`src/sv/ita_pkg.sv`:
```
// Shared types and constants for the integer to ASCII formatter.
package ita_pkg;

   localparam int MAX_CHARS = 64;

   localparam logic [31:0] RECIP_TEN   = 32'hCCCC_CCCD;
   localparam int          RECIP_SHIFT = 35;

   localparam logic [7:0] CHAR_ZERO    = 8'h30;
   localparam logic [7:0] CHAR_SPACE   = 8'h20;
   localparam logic [7:0] CHAR_MINUS   = 8'h2D;
   localparam logic [7:0] HEX_ALPHA_OFS = 8'h37;

   localparam logic [1:0] FUNC_UDEC = 2'd0;
   localparam logic [1:0] FUNC_SDEC = 2'd1;
   localparam logic [1:0] FUNC_HEX  = 2'd2;
   localparam logic [1:0] FUNC_BIN  = 2'd3;

   typedef struct packed {
      logic [1:0]  func;
      logic [31:0] value;
      logic [6:0]  width;
      logic [6:0]  precision;
      logic [6:0]  space_left;
      logic        left_justify;
      logic        zero_pad;
   } req_type;

   typedef struct packed {
      logic [7:0] char_out;
      logic       last;
   } rsp_type;

endpackage

```
`src/sv/integer_to_ascii_formatter.sv`:
```
// Top level of the integer to ASCII formatter: sequencer, digit store and emitter.
//
// One request at a time: req_stall is high from acceptance until the last character
// has been handed to the output register. Zero values skip digit generation.
// Decimal runs each divide-by-ten step in two phases (multiply, then remainder)
// through a single shared reciprocal multiplier, up to 9 steps plus a final digit;
// hex and binary scan down from the top nibble for the first nonzero one. The set-up
// states ST_SETUP and ST_BOUND follow, then one character per cycle while the output
// side takes them; at most MAX_CHARS characters are emitted.
module integer_to_ascii_formatter (
   input  logic              clock,
   input  logic              reset,
   input  logic              req_valid,
   output logic              req_stall,
   input  ita_pkg::req_type  req_data,
   output logic              rsp_valid,
   input  logic              rsp_stall,
   output ita_pkg::rsp_type  rsp_data
);

   typedef enum logic [5:0] {
      ST_IDLE  = 6'b000001,
      ST_DIV   = 6'b000010,
      ST_SCAN  = 6'b000100,
      ST_SETUP = 6'b001000,
      ST_BOUND = 6'b010000,
      ST_EMIT  = 6'b100000
   } state_type;

   state_type state_ff, state_in;

   logic [1:0]  func_ff, func_in;
   logic [31:0] value_ff, value_in;
   logic [6:0]  width_ff, width_in;
   logic [6:0]  prec_ff, prec_in;
   logic [6:0]  room_ff, room_in;
   logic        left_ff, left_in;
   logic        zpad_ff, zpad_in;
   logic        zero_ff, zero_in;
   logic        sign_ff, sign_in;
   logic [31:0] mag_ff, mag_in;
   logic [31:0] quot_ff, quot_in;
   logic        phase_ff, phase_in;
   logic [3:0]  nd_ff, nd_in;
   logic [2:0]  nib_ff, nib_in;
   logic        cs_ff, cs_in;
   logic [6:0]  ca_ff, ca_in;
   logic [6:0]  cb_ff, cb_in;
   logic [6:0]  cd_ff, cd_in;
   logic [6:0]  ct_ff, ct_in;
   logic [7:0]  pad_char_ff, pad_char_in;
   logic [4:0]  didx_ff, didx_in;
   logic [6:0]  e1_ff, e1_in;
   logic [6:0]  e2_ff, e2_in;
   logic [6:0]  e3_ff, e3_in;
   logic [6:0]  e4_ff, e4_in;
   logic [6:0]  last_pos_ff, last_pos_in;
   logic [6:0]  pos_ff, pos_in;
   logic        rsp_valid_ff, rsp_valid_in;
   ita_pkg::rsp_type rsp_ff, rsp_in;

   logic [3:0]  dg_ff [10];
   logic        dg_we;
   logic [3:0]  dg_wdata;

   logic [31:0] div_q;
   logic [31:0] rem_full;
   logic [3:0]  top_nib;
   logic [2:0]  top_bits;
   logic [5:0]  bit_total;
   logic [6:0]  raw_num, num, p_len, w_len, gap;
   logic [3:0]  hex_nib;
   logic [7:0]  digit_char;
   logic [7:0]  emit_char;
   logic        in_digits;
   logic        out_free;
   logic        emit_last;

   ita_div10 u_div10 (
      .dividend (mag_ff),
      .quotient (div_q)
   );

   assign req_stall = (state_ff != ST_IDLE);
   assign rsp_valid = rsp_valid_ff;
   assign rsp_data  = rsp_ff;

   assign rem_full = mag_ff - ((quot_ff << 3) + (quot_ff << 1));
   assign top_nib  = value_ff[{nib_ff, 2'b00} +: 4];
   assign out_free = !rsp_valid_ff || !rsp_stall;

   always_comb begin
      if (top_nib[3]) begin
         top_bits = 3'd4;
      end else if (top_nib[2]) begin
         top_bits = 3'd3;
      end else if (top_nib[1]) begin
         top_bits = 3'd2;
      end else begin
         top_bits = 3'd1;
      end
      bit_total = {1'b0, nib_ff, 2'b00} + {3'b0, top_bits};

      case (func_ff)
         ita_pkg::FUNC_HEX: raw_num = {3'b0, ({1'b0, nib_ff} + 4'd1)};
         ita_pkg::FUNC_BIN: raw_num = {1'b0, bit_total};
         default:           raw_num = {3'b0, nd_ff} + {6'b0, sign_ff};
      endcase
      num   = (raw_num > room_ff) ? room_ff : raw_num;
      p_len = (prec_ff > num) ? prec_ff : num;
      w_len = (width_ff > num) ? width_ff : num;
      gap   = (w_len > p_len) ? (w_len - p_len) : 7'd0;

      hex_nib = value_ff[{didx_ff[2:0], 2'b00} +: 4];
      case (func_ff)
         ita_pkg::FUNC_HEX: begin
            if (hex_nib >= 4'd10) begin
               digit_char = {4'b0, hex_nib} + ita_pkg::HEX_ALPHA_OFS;
            end else begin
               digit_char = {4'b0, hex_nib} + ita_pkg::CHAR_ZERO;
            end
         end
         ita_pkg::FUNC_BIN: digit_char = {7'b0, value_ff[didx_ff]} + ita_pkg::CHAR_ZERO;
         default:           digit_char = {4'b0, dg_ff[didx_ff[3:0]]} + ita_pkg::CHAR_ZERO;
      endcase

      in_digits = 1'b0;
      if (pos_ff < e1_ff) begin
         emit_char = ita_pkg::CHAR_MINUS;
      end else if (pos_ff < e2_ff) begin
         emit_char = pad_char_ff;
      end else if (pos_ff < e3_ff) begin
         emit_char = ita_pkg::CHAR_ZERO;
      end else if (pos_ff < e4_ff) begin
         emit_char = digit_char;
         in_digits = 1'b1;
      end else begin
         emit_char = ita_pkg::CHAR_SPACE;
      end
      emit_last = (pos_ff == last_pos_ff);
   end

   always_comb begin
      state_in     = state_ff;
      func_in      = func_ff;
      value_in     = value_ff;
      width_in     = width_ff;
      prec_in      = prec_ff;
      room_in      = room_ff;
      left_in      = left_ff;
      zpad_in      = zpad_ff;
      zero_in      = zero_ff;
      sign_in      = sign_ff;
      mag_in       = mag_ff;
      quot_in      = quot_ff;
      phase_in     = phase_ff;
      nd_in        = nd_ff;
      nib_in       = nib_ff;
      cs_in        = cs_ff;
      ca_in        = ca_ff;
      cb_in        = cb_ff;
      cd_in        = cd_ff;
      ct_in        = ct_ff;
      pad_char_in  = pad_char_ff;
      didx_in      = didx_ff;
      e1_in        = e1_ff;
      e2_in        = e2_ff;
      e3_in        = e3_ff;
      e4_in        = e4_ff;
      last_pos_in  = last_pos_ff;
      pos_in       = pos_ff;
      rsp_valid_in = rsp_valid_ff && rsp_stall;
      rsp_in       = rsp_ff;
      dg_we        = 1'b0;
      dg_wdata     = mag_ff[3:0];

      case (state_ff)
         ST_IDLE: begin
            if (req_valid) begin
               func_in  = req_data.func;
               value_in = req_data.value;
               width_in = req_data.width;
               prec_in  = req_data.precision;
               room_in  = (req_data.space_left == 7'd0) ? 7'd1 : req_data.space_left;
               left_in  = req_data.left_justify;
               zpad_in  = req_data.zero_pad;
               zero_in  = (req_data.value == 32'd0);
               sign_in  = (req_data.func == ita_pkg::FUNC_SDEC) && req_data.value[31];
               mag_in   = sign_in ? (32'd0 - req_data.value) : req_data.value;
               nd_in    = 4'd0;
               phase_in = 1'b0;
               nib_in   = 3'd7;
               if (zero_in) begin
                  state_in = ST_SETUP;
               end else if (req_data.func == ita_pkg::FUNC_UDEC ||
                            req_data.func == ita_pkg::FUNC_SDEC) begin
                  state_in = ST_DIV;
               end else begin
                  state_in = ST_SCAN;
               end
            end
         end
         ST_DIV: begin
            if (!phase_ff) begin
               if (mag_ff >= 32'd10) begin
                  quot_in  = div_q;
                  phase_in = 1'b1;
               end else begin
                  // final, most significant digit
                  dg_we    = 1'b1;
                  dg_wdata = mag_ff[3:0];
                  nd_in    = nd_ff + 4'd1;
                  state_in = ST_SETUP;
               end
            end else begin
               dg_we    = 1'b1;
               dg_wdata = rem_full[3:0];
               nd_in    = nd_ff + 4'd1;
               mag_in   = quot_ff;
               phase_in = 1'b0;
            end
         end
         ST_SCAN: begin
            // value is nonzero here, so some nibble stops the scan
            if (top_nib != 4'd0) begin
               state_in = ST_SETUP;
            end else begin
               nib_in = nib_ff - 3'd1;
            end
         end
         ST_SETUP: begin
            cs_in       = 1'b0;
            ca_in       = 7'd0;
            ct_in       = 7'd0;
            pad_char_in = ita_pkg::CHAR_SPACE;
            cb_in       = p_len - num;
            cd_in       = num;
            didx_in     = num[4:0] - 5'd1;
            if (zero_ff) begin
               cb_in = 7'd1;
               cd_in = 7'd0;
            end else begin
               case (func_ff)
                  ita_pkg::FUNC_HEX: begin
                     ca_in = left_ff ? 7'd0 : gap;
                     ct_in = left_ff ? gap : 7'd0;
                     if (!left_ff && zpad_ff) begin
                        pad_char_in = ita_pkg::CHAR_ZERO;
                     end
                  end
                  ita_pkg::FUNC_BIN: begin
                     ca_in = 7'd0;
                  end
                  default: begin
                     cs_in   = sign_ff;
                     cd_in   = num - {6'b0, sign_ff};
                     didx_in = {1'b0, nd_ff} - 5'd1;
                  end
               endcase
            end
            state_in = ST_BOUND;
         end
         ST_BOUND: begin
            e1_in = {6'b0, cs_ff};
            e2_in = e1_in + ca_ff;
            e3_in = e2_in + cb_ff;
            e4_in = e3_in + cd_ff;
            if (int'(e4_in + ct_ff) > ita_pkg::MAX_CHARS) begin
               last_pos_in = 7'(ita_pkg::MAX_CHARS - 1);
            end else begin
               last_pos_in = e4_in + ct_ff - 7'd1;
            end
            pos_in   = 7'd0;
            state_in = ST_EMIT;
         end
         ST_EMIT: begin
            if (out_free) begin
               rsp_valid_in    = 1'b1;
               rsp_in.char_out = emit_char;
               rsp_in.last     = emit_last;
               if (in_digits) begin
                  didx_in = didx_ff - 5'd1;
               end
               pos_in = pos_ff + 7'd1;
               if (emit_last) begin
                  state_in = ST_IDLE;
               end
            end
         end
         default: begin
            state_in = ST_IDLE;
         end
      endcase
   end

   always_ff @(posedge clock) begin
      if (reset) begin
         state_ff     <= ST_IDLE;
         rsp_valid_ff <= 1'b0;
      end else begin
         state_ff     <= state_in;
         rsp_valid_ff <= rsp_valid_in;
      end
   end

   always_ff @(posedge clock) begin
      func_ff     <= func_in;
      value_ff    <= value_in;
      width_ff    <= width_in;
      prec_ff     <= prec_in;
      room_ff     <= room_in;
      left_ff     <= left_in;
      zpad_ff     <= zpad_in;
      zero_ff     <= zero_in;
      sign_ff     <= sign_in;
      mag_ff      <= mag_in;
      quot_ff     <= quot_in;
      phase_ff    <= phase_in;
      nd_ff       <= nd_in;
      nib_ff      <= nib_in;
      cs_ff       <= cs_in;
      ca_ff       <= ca_in;
      cb_ff       <= cb_in;
      cd_ff       <= cd_in;
      ct_ff       <= ct_in;
      pad_char_ff <= pad_char_in;
      didx_ff     <= didx_in;
      e1_ff       <= e1_in;
      e2_ff       <= e2_in;
      e3_ff       <= e3_in;
      e4_ff       <= e4_in;
      last_pos_ff <= last_pos_in;
      pos_ff      <= pos_in;
      rsp_ff      <= rsp_in;
   end

   always_ff @(posedge clock) begin
      if (dg_we) begin
         dg_ff[nd_ff] <= dg_wdata;
      end
   end

endmodule

```
`src/sv/ita_div10.sv`:
```
// Divide-by-ten step: reciprocal multiply giving the exact 32-bit quotient.
module ita_div10 (
   input  logic [31:0] dividend,
   output logic [31:0] quotient
);

   logic [63:0] product;

   assign product  = {32'b0, dividend} * {32'b0, ita_pkg::RECIP_TEN};
   assign quotient = 32'(product >> ita_pkg::RECIP_SHIFT);

endmodule
```
`config.mk`:
```
export PLATFORM = sky130hd
export DESIGN_NAME = integer_to_ascii_formatter
export DESIGN_NICKNAME = d
export VERILOG_FILES = /design/src/sv/ita_pkg.sv /design/src/sv/integer_to_ascii_formatter.sv /design/src/sv/ita_div10.sv
export SDC_FILE = /design/constraint.sdc
export NUM_CORES = 2
export LEC_CHECK = 0
export ABC_CLOCK_PERIOD_IN_PS = 10260
export BUFFER_PORTS_ARGS = -buffer_cell sky130_fd_sc_hd__buf_4
export CAP_MARGIN = 15
export CORE_ASPECT_RATIO = 0.8
export CORE_MARGIN = 8
export CORE_UTILIZATION = 40
export DETAILED_ROUTE_END_ITERATION = 10
export SYNTH_ARGS = -nofsm -noshare
export SYNTH_HDL_FRONTEND = slang
export SYNTH_SLANG_ARGS = --single-unit
```
`constraint.sdc`:
```
create_clock -name clock -period 10.26 [get_ports clock]
set_input_delay 0.513 -clock clock [delete_from_list [all_inputs] [get_ports clock]]
set_output_delay 0.513 -clock clock [all_outputs]
set_load 0.02 [all_outputs]
```
==> results.sh <==
export IMPL_status="completed"
export IMPL_cts_tree="built"
export IMPL_die_area_um2=88000
export IMPL_reg2reg_depth=23
export IMPL_syn_area_um2=31500
export IMPL_final_layout_size_suffix_gt1_frac=0.0616
export IMPL_grt_overflow_total=0
export IMPL_post_drt_wl_per_cell_um=21.6
export IMPL_num_rows=92
export IMPL_fp_dieW_um=330
export IMPL_cts_resized=0
export IMPL_worstSetupStartpoint="mag_ff[5]"
export IMPL_synth_edff_count=247
export IMPL_cts_buffers=28
export IMPL_postCtsSetupRepairBufs=0
export IMPL_cts_sinks=258
export IMPL_async_flop_share=0
export IMPL_cp_data_required_time_ns=10.61
export IMPL_syn_avg_cell_area_um2=10.6
export IMPL_regToRegStartpoint="mag_ff[5]"
export IMPL_maxCapViolations=0
export IMPL_ys_seq_area_frac=0.243
export IMPL_final_cell_mix="748 x inv_1, 473 x ha_1, 392 x fa_1, 247 x edfxtp_1, 124 x a21oi_1"
export IMPL_ys_types=68
export IMPL_finalSetupViolCount=0
export IMPL_fin_cells=4088
export IMPL_vias=21100
export IMPL_io_pins=72
export IMPL_hold_violations=0
export IMPL_netlist_instances=2970
export IMPL_clock_latency_ns=0.61
export IMPL_dp_cells=4032
export IMPL_worst_clock_skew_ns=0.0306
export IMPL_cp_start_kind="register"
export IMPL_ant_nets=0
export IMPL_min_delay_path_depth=1
export IMPL_hold_class="in -> reg"
export IMPL_regArea_um2=7640
export IMPL_end_kind="register"
export IMPL_yosys_register_bits=258
export IMPL_post_route_min_period_ns=8.75
export IMPL_drt_wl_total_um=88300
export IMPL_die_y_um=267
export IMPL_ys_warnings_count=0
export IMPL_viasPerCell=5.15
export IMPL_hold_buffers=0
export IMPL_worstPathMaxFanout=9
export IMPL_slew_headroom=0.303
export IMPL_routabilityCongestion=1.02
export IMPL_track_usage=0.203
export IMPL_r2r_setup_slack_ns=1.51
export IMPL_nets=3956
export IMPL_htree_levels=1
export IMPL_area_delta_synth_final_pct=8.71
export IMPL_grt_max_degree=65
export IMPL_grt_setup_unrepaired="false"
export IMPL_worst_pin_slew_ns=1.04
export IMPL_drv_slew=0
export IMPL_port_buffers=70
export IMPL_setup_tns_ns=0
export IMPL_grt_pass1_vias=21400
export IMPL_firstDrtPassIters=5
export IMPL_arrival_ns=9.10
export IMPL_crit_end="quot_ff[27]"
export IMPL_grt_pass1_wl_um=135000
export IMPL_dp_final_hpwl_um=76000
export IMPL_ys_flop_type="edfxtp_1"
export IMPL_timing_fmax_ghz=0.114
export IMPL_period_share=0.853
export IMPL_crit_type="reg -> reg"
export IMPL_start_util=0.402
export IMPL_drt_initial_drc_count=1726
export IMPL_drc=0
export IMPL_final_common_cell="inv_1"
export IMPL_clk_path_buf_depth=3
export IMPL_multi_input_area_um2=20800
export IMPL_core_area_um2=78400
export IMPL_clk_pin_slew_ns=0.07
export IMPL_root_buffer="clkbuf_16"
export IMPL_r2r_end="quot_ff[27]"
export IMPL_fillerInstances=7432
export IMPL_antenna_found_initial=4
[flip-flops by register name, summed over array words and instances, names as in the netlist, 7 cells and up, named ones only]
signal       count
ct_ff            7
value_ff        32
dg_ff           40
mag_ff          32
cb_ff            7
room_ff          7
last_pos_ff      7
e2_ff            7
e4_ff            7
quot_ff         29
prec_ff          7
e3_ff            7
cd_ff            7
ca_ff            7
pos_ff           7
width_ff         7
rsp_data         8
[area by class of cell]
class                   instances  share of cell area
well taps                    1034              0.0378
diodes                          2            0.000146
flip-flops and latches        258               0.223
inverters                     749              0.0822
multi-input cells            1911               0.608
clock inverters                18             0.00797
clock buffers                  34              0.0217
repair buffers                 82              0.0185
[worst min path at each step]
stage               slack (ns)     endpoint         start
global route              0.07  width_ff[4]  req_data[20]
global placement          0.50     e1_ff[0]         cs_ff
CTS                       0.06   prec_ff[4]  req_data[13]
floorplan                 0.43     e1_ff[0]         cs_ff
finish                    0.09  width_ff[6]  req_data[22]
detailed placement        0.50     e1_ff[0]         cs_ff
[routing by layer]
layer,global-route usage,up-vias,wire (um)
li1,-,9780,-
met1,0.305,10600,41500
met2,0.300,618,38000
met3,0.0437,94,6960
met4,0.0364,4,1810
met5,0,-,26
[cell families after synthesis]
group | synth area share
flip-flops | 0.243
XOR/XNOR | 0.0495
AND/OR/NAND/NOR | 0.0658
AO/OA/AOI/OAI | 0.0762
adder cells (fa/ha/maj) | 0.437
other | 0.000239
buffers and inverters | 0.0963
multiplexers | 0.0319
[cell usage after synthesis, types with 16 or more instances]
library cell,n,area (um^2)
a21o_1,67,503
a21oi_1,124,621
and2_1,27,169
and3_1,19,119
clkbuf_1,44,165
edfxtp_1,247,7420
fa_1,392,7850
ha_1,473,5920
inv_1,749,2810
mux4_2,34,766
nand2_1,120,450
nand3_1,31,155
nand4_1,23,144
nor2_1,101,379
nor2b_1,17,106
nor3_1,19,95.1
nor4_1,16,100
o21ai_0,93,465
o21bai_1,20,150
xnor2_1,101,885
xor2_1,77,674
[through the flow]
step	hold WS [ns]	util	area, um^2	setup WS [ns]
after floorplan	0.433	-	31500	3.05
after global placement	0.503	0.423	33200	1.45
after detailed placement	0.503	0.423	33200	1.60
after CTS	0.0559	0.436	34200	1.56
after global routing	0.0679	0.436	34200	1.07
final	0.0923	0.437	34200	1.51
[worst max-delay path: stages, from the launching register on]
cell      delay (ns)
edfxtp_1        0.65
inv_1           0.12
ha_1            0.45
xor2_1          0.52
xor2_1          0.39
fa_1            0.54
fa_1            0.56
fa_1            0.55
fa_1            0.52
fa_1            0.54
inv_1           0.06
fa_1            0.52
inv_1           0.04
ha_1            0.37
nand3_1         0.13
nor4_1          0.36
a21oi_1         0.21
a31oi_1         0.36
a221oi_2        0.12
buf_4           0.18
a211oi_1        0.53
o21ai_0         0.32
o31ai_1         0.34
xnor2_1         0.11
Power is left out: the tool's default activity adds up to more than one toggle a clock period on the data nets, which glitch-free logic cannot reach.
